File: config.mk
export PLATFORM = sky130hd
export DESIGN_NAME = pqls_ram
export DESIGN_NICKNAME = d
export VERILOG_FILES = /design/src/rtl/core/pqls_ram.sv
export SDC_FILE = /design/constraint.sdc
export NUM_CORES = 1
export LEC_CHECK = 0
export BUFFER_PORTS_ARGS = -buffer_cell sky130_fd_sc_hd__buf_2
export CAP_MARGIN = 25
export CORE_ASPECT_RATIO = 0.5
export CORE_MARGIN = 2
export CORE_UTILIZATION = 50
export DETAILED_ROUTE_END_ITERATION = 16
export PLACE_DENSITY = 0.67
export RECOVER_POWER = 100
export SETUP_SLACK_MARGIN = 0.02
export SYNTH_ARGS = -nofsm -noshare
export SYNTH_HDL_FRONTEND = slang
export SYNTH_SLANG_ARGS = --single-unit
File: constraint.sdc
create_clock -name clk -period 4.26 [get_ports clk]
set_input_delay 0.852 -clock clk [delete_from_list [all_inputs] [get_ports clk]]
set_output_delay 0.852 -clock clk [all_outputs]
set_load 0.05 [all_outputs]
File: src/rtl/core/pqls_ram.sv
module pqls_ram #(
    parameter int WIDTH = 8,
    parameter int DEPTH = 16,
    localparam int AW = (DEPTH > 1) ? $clog2(DEPTH) : 1
) (
    input  logic             clk,
    input  logic             we,
    input  logic [AW-1:0]    waddr,
    input  logic [WIDTH-1:0] wdata,
    input  logic [AW-1:0]    raddr,
    output logic [WIDTH-1:0] rdata
);

    logic [WIDTH-1:0] mem [DEPTH];

    always_ff @(posedge clk)
    begin
        if (we)
        begin
            mem[waddr] <= wdata;
        end
        rdata <= mem[raddr];
    end

endmodule

==> results of run 1 <==
## flip-flops by register name, summed over array words and instances, names as in the netlist
signal / flops
mem: 128
rdata: 8
## logic make-up (layout without fill, tap and decap cells)
family | after synthesis | after routing | synth area share, %
buf+inv | 10 | 62 | 1.677
mux | 32 | 32 | 15.02
simple gates | 35 | 35 | 3.184
flops | 136 | 136 | 77.78
compound gates | 16 | 16 | 2.334
## power breakdown
| group | leakage, nW | internal [mW] | switching, mW |
|---|---|---|---|
| registers | 1.22 | 1.50 | 0.00936 |
| logic | 0.418 | 0.0494 | 0.108 |
| clock network | 0.274 | 0.840 | 0.514 |
## layout make-up
type,instances,area [um2]
clock buffer,18,429.2
clock inverter,14,113.9
fill,710,4219
multi-input combinational,83,1057
sequential,136,4004
tap,140,175.2
timing repair buffer,30,118.9
## critical path: cells and delay by family
| kind | cells | cell delay, ps |
|---|---|---|
| and+or+nand+nor | 1 | 90 |
| buffers and inverters | 2 | 970 |
| AOI/OAI and AO/OA | 1 | 290 |
| muxes | 1 | 610 |
## synthesized netlist by cell type (all sizes together)
cell type,number,share of area [%]
a22oi,16,2.3
and2,1,0.12
and2b,1,0.15
buf,7,1.1
clkdlybuf4s25,3,0.58
dfxtp,8,3.1
edfxtp,128,75
mux4,32,15
nand2,9,0.66
nand2b,2,0.24
nand3,1,0.097
nand3b,2,0.29
nor2,13,0.95
nor2b,1,0.12
nor3,4,0.39
or3b,1,0.17
## routing by layer
metal | share of wire, % | vias to the layer above
li1 | - | 1055
met1 | 44 | 1271
met2 | 47 | 74
met3 | 6.4 | 17
met4 | 1.9 | 0
met5 | 0 | -
## stage by stage
step	hold slack (ps)	instance area, um2	power, mW	cells
after floorplan	629.3	5147	1.638	229
after global placement	651.2	5404	1.691	389
after detailed placement	664.7	5404	1.696	389
after CTS	685.7	5947	3.034	421
after global routing	715.7	5898	3.111	421
final	676.4	5898	3.018	421
## how the worst max path moves through the flow
stage,end,startpoint,slack (ps),cells after the start
final,rdata[3]$_DFF_P_,raddr[0],1710,5
after global routing,rdata[3]$_DFF_P_,raddr[0],1570,5
after CTS,rdata[3]$_DFF_P_,raddr[0],1820,5
after detailed placement,rdata[3]$_DFF_P_,raddr[0],1440,5
after global placement,rdata[3]$_DFF_P_,raddr[0],1450,5
after floorplan,mem[0][0]$_DFFE_PP_,waddr[2],1920,2
==> results.toml, run 1 <==
[job]
maxCapViolations = 1

[place]
pre_cts_ws_ps = 1439
port_buffers = 25
hpwl_um = 6008
place.gp.congestion = 0.7582

[power]
power_leakage_nw = 1.916
power.ir.vdd_worst_mv = 0.3234
p_per_area_nw_per_um2 = 511.7

[clocking]
cts_buffer_depth = 2
post_cts_clock_slew_at_the_launch_and_capture_registers_of_the_worst_setup_and_hold_paths_ps = 50
number_of_buffers_created_by_cts = 17
clock_sink_count = 136
tritoncts_clock_tree = "yes"
postCtsSetupBuffers = 0
htree_num_levels = 4
post_cts_resized = 0
cts_root_buf = "sky130_fd_sc_hd__clkbuf_16"
insertion_delay_ps = 420
cts_hold_buf = 0

[final_layout]
final_core_utilization_pct = 58.30
layout_nets = 286
ratio_of_cells_with_drive_above_1_in_the_final_layout_pct = 17.79
antenna-diode-count = 0
layout-area-overhead-vs-synth_pct = 14.58
final_common_cell = "sky130_fd_sc_hd__edfxtp_1"
mostFrequentLayoutCells = "sky130_fd_sc_hd__edfxtp_1, sky130_fd_sc_hd__clkbuf_1, sky130_fd_sc_hd__mux4_2"

[min_path]
whs_endpoint = "rdata[1]$_DFF_P_"
hold_depth = 3
timing.hold.worst.class = "flip-flop to flip-flop"
source_of_the_worst_hold_timing_path = "mem[4][1]$_DFFE_PP_"

[route]
routed-via-count = 2417
antenna_violating_nets_post_route = 0
drtIter0Drc = 267
drt-wirelength-per-cell_um = 23.24
drt_pass1_iterations = 5
viasPerCell = 5.741
drcViolationCount = 0
drt-total-wl_um = 9785

[critical_path]
reg2regPathDepth = 3
critPathMaxStageDelay_ps = 610
crit_path_max_fanout = 24
critPathArrivalTime_ps = 2840
critPathKind = "input port to flip-flop"
timing.critical_path.cells = "buf_2, clkbuf_1, mux4_1, a22oi_1, nand2_1"
slowest_stage_cell_on_the_critical_path = "sky130_fd_sc_hd__mux4_1"
worstReg2RegStart = "mem[11][0]$_DFFE_PP_"
start_kind = "input port"
reg2reg_slack_ps = 2770
timing.rr.end = "rdata[0]$_DFF_P_"
cp-end-kind = "flip-flop"
required_time_at_the_worst_slack_endpoint_ps = 4550

[logic_synthesis]
ys_seq_area_share_pct = 77.78
register_bit_total_from_synthesis = 136
synthesis.area_um2 = 5147
synth_warnings = 0
post_synth_num_cell_types = 19
synth_cells = 229
syn_area_per_cell_um2 = 22.48
synthesis.nets = 247

[timing]
timing_hold_violations_final = 0
final.setup_skew_ps = 11.66
max-slew-margin-rel_pct = -1.298
achievable-frequency_ghz = 0.3919
report.final.setup_viol = 0
worst_slack_ps = 1709
period_minus_slack_ps = 2551
timing_worst_slew_pin_value_ps = 1508
post-route-period-util_pct = 59.89
fin_setup_tns_ps = 0
final_max_slew_viol_count = 9
rsz0062_at_grt = "false"

[floorplan]
boundaryPins = 26
die_area_um2 = 11170
start_util_pct = 50.88
die_y_um = 75.75
placeable_core_region_um2 = 10120
dieWidth_um = 147.5
core.rowCount = 26

[grt]
first_global_vias = 2381
grt.busiest_layer = "met2"
grt_util_all_layers_pct = 19.24
wire_length_of_the_first_global_routing_pass_um = 14320
met3_track_usage_gr_pct = 5.569
number_of_antenna_violations_at_the_first_check_in_global_routing = 0
globalRouteMet2Util_pct = 29.34
grt_max_degree = 33
globalRouteOverflowTotal = 0
globalRouteMet1Util_pct = 26.01

[outcome]
failed_checks = "capacitance limit, slew limit"
outcome = "finished with violations"
Note: power is estimated with default switching activity, not from simulation.
==> run 2: changes to the inputs <==
==> constraint.sdc (replaced) <==
create_clock -name clk -period 2.5 [get_ports clk]
set_input_delay 0.5 -clock clk [delete_from_list [all_inputs] [get_ports clk]]
set_output_delay 0.5 -clock clk [all_outputs]
set_load 0.05 [all_outputs]
==> run 2 against run 1 <==
The run now ends clean. Hold slack got worse by 46 ps. Design area increased by 2.2%. Core utilization increased by 1.3 points. Non-clock buffer count increased by 14. Flip-flop and latch count unchanged. Register-to-register slack got worse by 1700 ps. Via count increased by 1.9%. Critical path type is now flip-flop to output pin. Largest cell class unchanged. Largest power group unchanged.
==> results.toml, run 2 (same netlist as run 1, synthesis figures left out) <==
[outcome]
outcome = "complete, no violations"

[route]
routed-via-count = 2462
viasPerCell = 5.660
drcViolationCount = 0
drtIter0Drc = 260
antenna_violating_nets_post_route = 0
drt-total-wl_um = 10090
drt-wirelength-per-cell_um = 23.19
drt_pass1_iterations = 5

[floorplan]
placeable_core_region_um2 = 10120
dieWidth_um = 147.5
start_util_pct = 50.88
core.rowCount = 26
die_y_um = 75.75
boundaryPins = 26
die_area_um2 = 11170

[grt]
number_of_antenna_violations_at_the_first_check_in_global_routing = 0
grt_util_all_layers_pct = 19.62
first_global_vias = 2396
globalRouteOverflowTotal = 0
wire_length_of_the_first_global_routing_pass_um = 14560
grt_max_degree = 33

[critical_path]
cp-end-kind = "output pin"
critPathMaxStageDelay_ps = 510
required_time_at_the_worst_slack_endpoint_ps = 2000
slowest_stage_cell_on_the_critical_path = "sky130_fd_sc_hd__clkbuf_1"
crit_path_max_fanout = 1
critPathArrivalTime_ps = 1380
start_kind = "flip-flop"
number_of_buffers_and_inverters_on_the_critical_path = 1
critPathKind = "flip-flop to output pin"
timing.critical_path.cells = "clkbuf_1"
path_delay_family = "buffers and inverters"

[place]
hpwl_um = 6342
placed_cells = 403
place.gp.congestion = 0.8176
port_buffers = 25
pre_cts_ws_ps = 490.1

[clocking]
clock_sink_count = 136
postCtsSetupBuffers = 0
post_cts_resized = 0
cts_hold_buf = 0
tritoncts_clock_tree = "yes"
post_cts_clock_slew_at_the_launch_and_capture_registers_of_the_worst_setup_and_hold_paths_ps = 60
cts_buffer_depth = 2
number_of_buffers_created_by_cts = 17
htree_num_levels = 4
cts_root_buf = "sky130_fd_sc_hd__clkbuf_16"
insertion_delay_ps = 420

[power]
power.ir.vdd_worst_mv = 0.5339
design_power_total_mw = 5.288
power_leakage_nw = 1.961
p_per_area_nw_per_um2 = 877.4

[timing]
achievable-frequency_ghz = 0.5330
fin_setup_tns_ps = 0
timing_worst_slew_pin_value_ps = 774.2
final_max_slew_viol_count = 0
report.final.setup_viol = 0
period_minus_slack_ps = 1876
final.setup_skew_ps = 8.684
worst_slack_ps = 623.8
timing_hold_violations_final = 0
post-route-period-util_pct = 75.05
max-slew-margin-rel_pct = 48.20
rsz0062_at_grt = "false"

[final_layout]
largest_regs = "mem (128), rdata (8)"
final_common_cell = "sky130_fd_sc_hd__edfxtp_1"
mostFrequentLayoutCells = "sky130_fd_sc_hd__edfxtp_1, sky130_fd_sc_hd__clkbuf_1, sky130_fd_sc_hd__mux4_2"
layout-area-overhead-vs-synth_pct = 17.09
layout_nets = 300
ratio_of_cells_with_drive_above_1_in_the_final_layout_pct = 18.64
antenna-diode-count = 0
final_core_utilization_pct = 59.57
final.fill_count = 731
fin_cells = 435
number_of_flip_flops_in_the_largest_register = 128
registers.top_by_ff_count = "mem"

[job]
maxCapViolations = 0

[min_path]
timing.hold.worst.class = "input port to flip-flop"
[run 2: final cells by class]
class | count | area [um2] | area share (%)
clock buffers | 17 | 425.4 | 7.058
clock inverters | 15 | 158.9 | 2.636
multi-input cells | 83 | 1057 | 17.54
flip-flops and latches | 136 | 4004 | 66.43
well taps | 140 | 175.2 | 2.906
repair buffers | 44 | 206.4 | 3.425
[run 2: worst paths after layout]
path	slack [ps]	endpoint	cells past startpoint	from
worst max-delay path	620	rdata[7]	1	rdata[7]$_DFF_P_
worst min-delay path	630	mem[15][5]$_DFFE_PP_	1	wdata[5]
worst max register to register	1080	rdata[7]$_DFF_P_	3	mem[2][7]$_DFFE_PP_
worst min register to register	690	rdata[7]$_DFF_P_	3	mem[12][7]$_DFFE_PP_
[run 2: power breakdown]
group / internal [mW] / switching [mW] / total [mW]
Sequential: 2.55 / 0.0202 / 2.57
Clock: 1.55 / 0.890 / 2.44
Combinational: 0.0914 / 0.186 / 0.278
Total: 4.19 / 1.10 / 5.29
[run 2: per-layer routing]
metal	wire length (um)	track usage [%]
met3	762	7.844
met5	0	0
met4	128	8.440
met2	4623	28.50
met1	4573	26.91
[run 2: through the flow]
stage | area (um2) | hold WS [ps]
finish | 6027 | 630.7
global route | 6027 | 663.4
CTS | 6113 | 464.2
detailed placement | 5529 | 672.7
global placement | 5529 | 651.1
floorplan | 5147 | 598.9
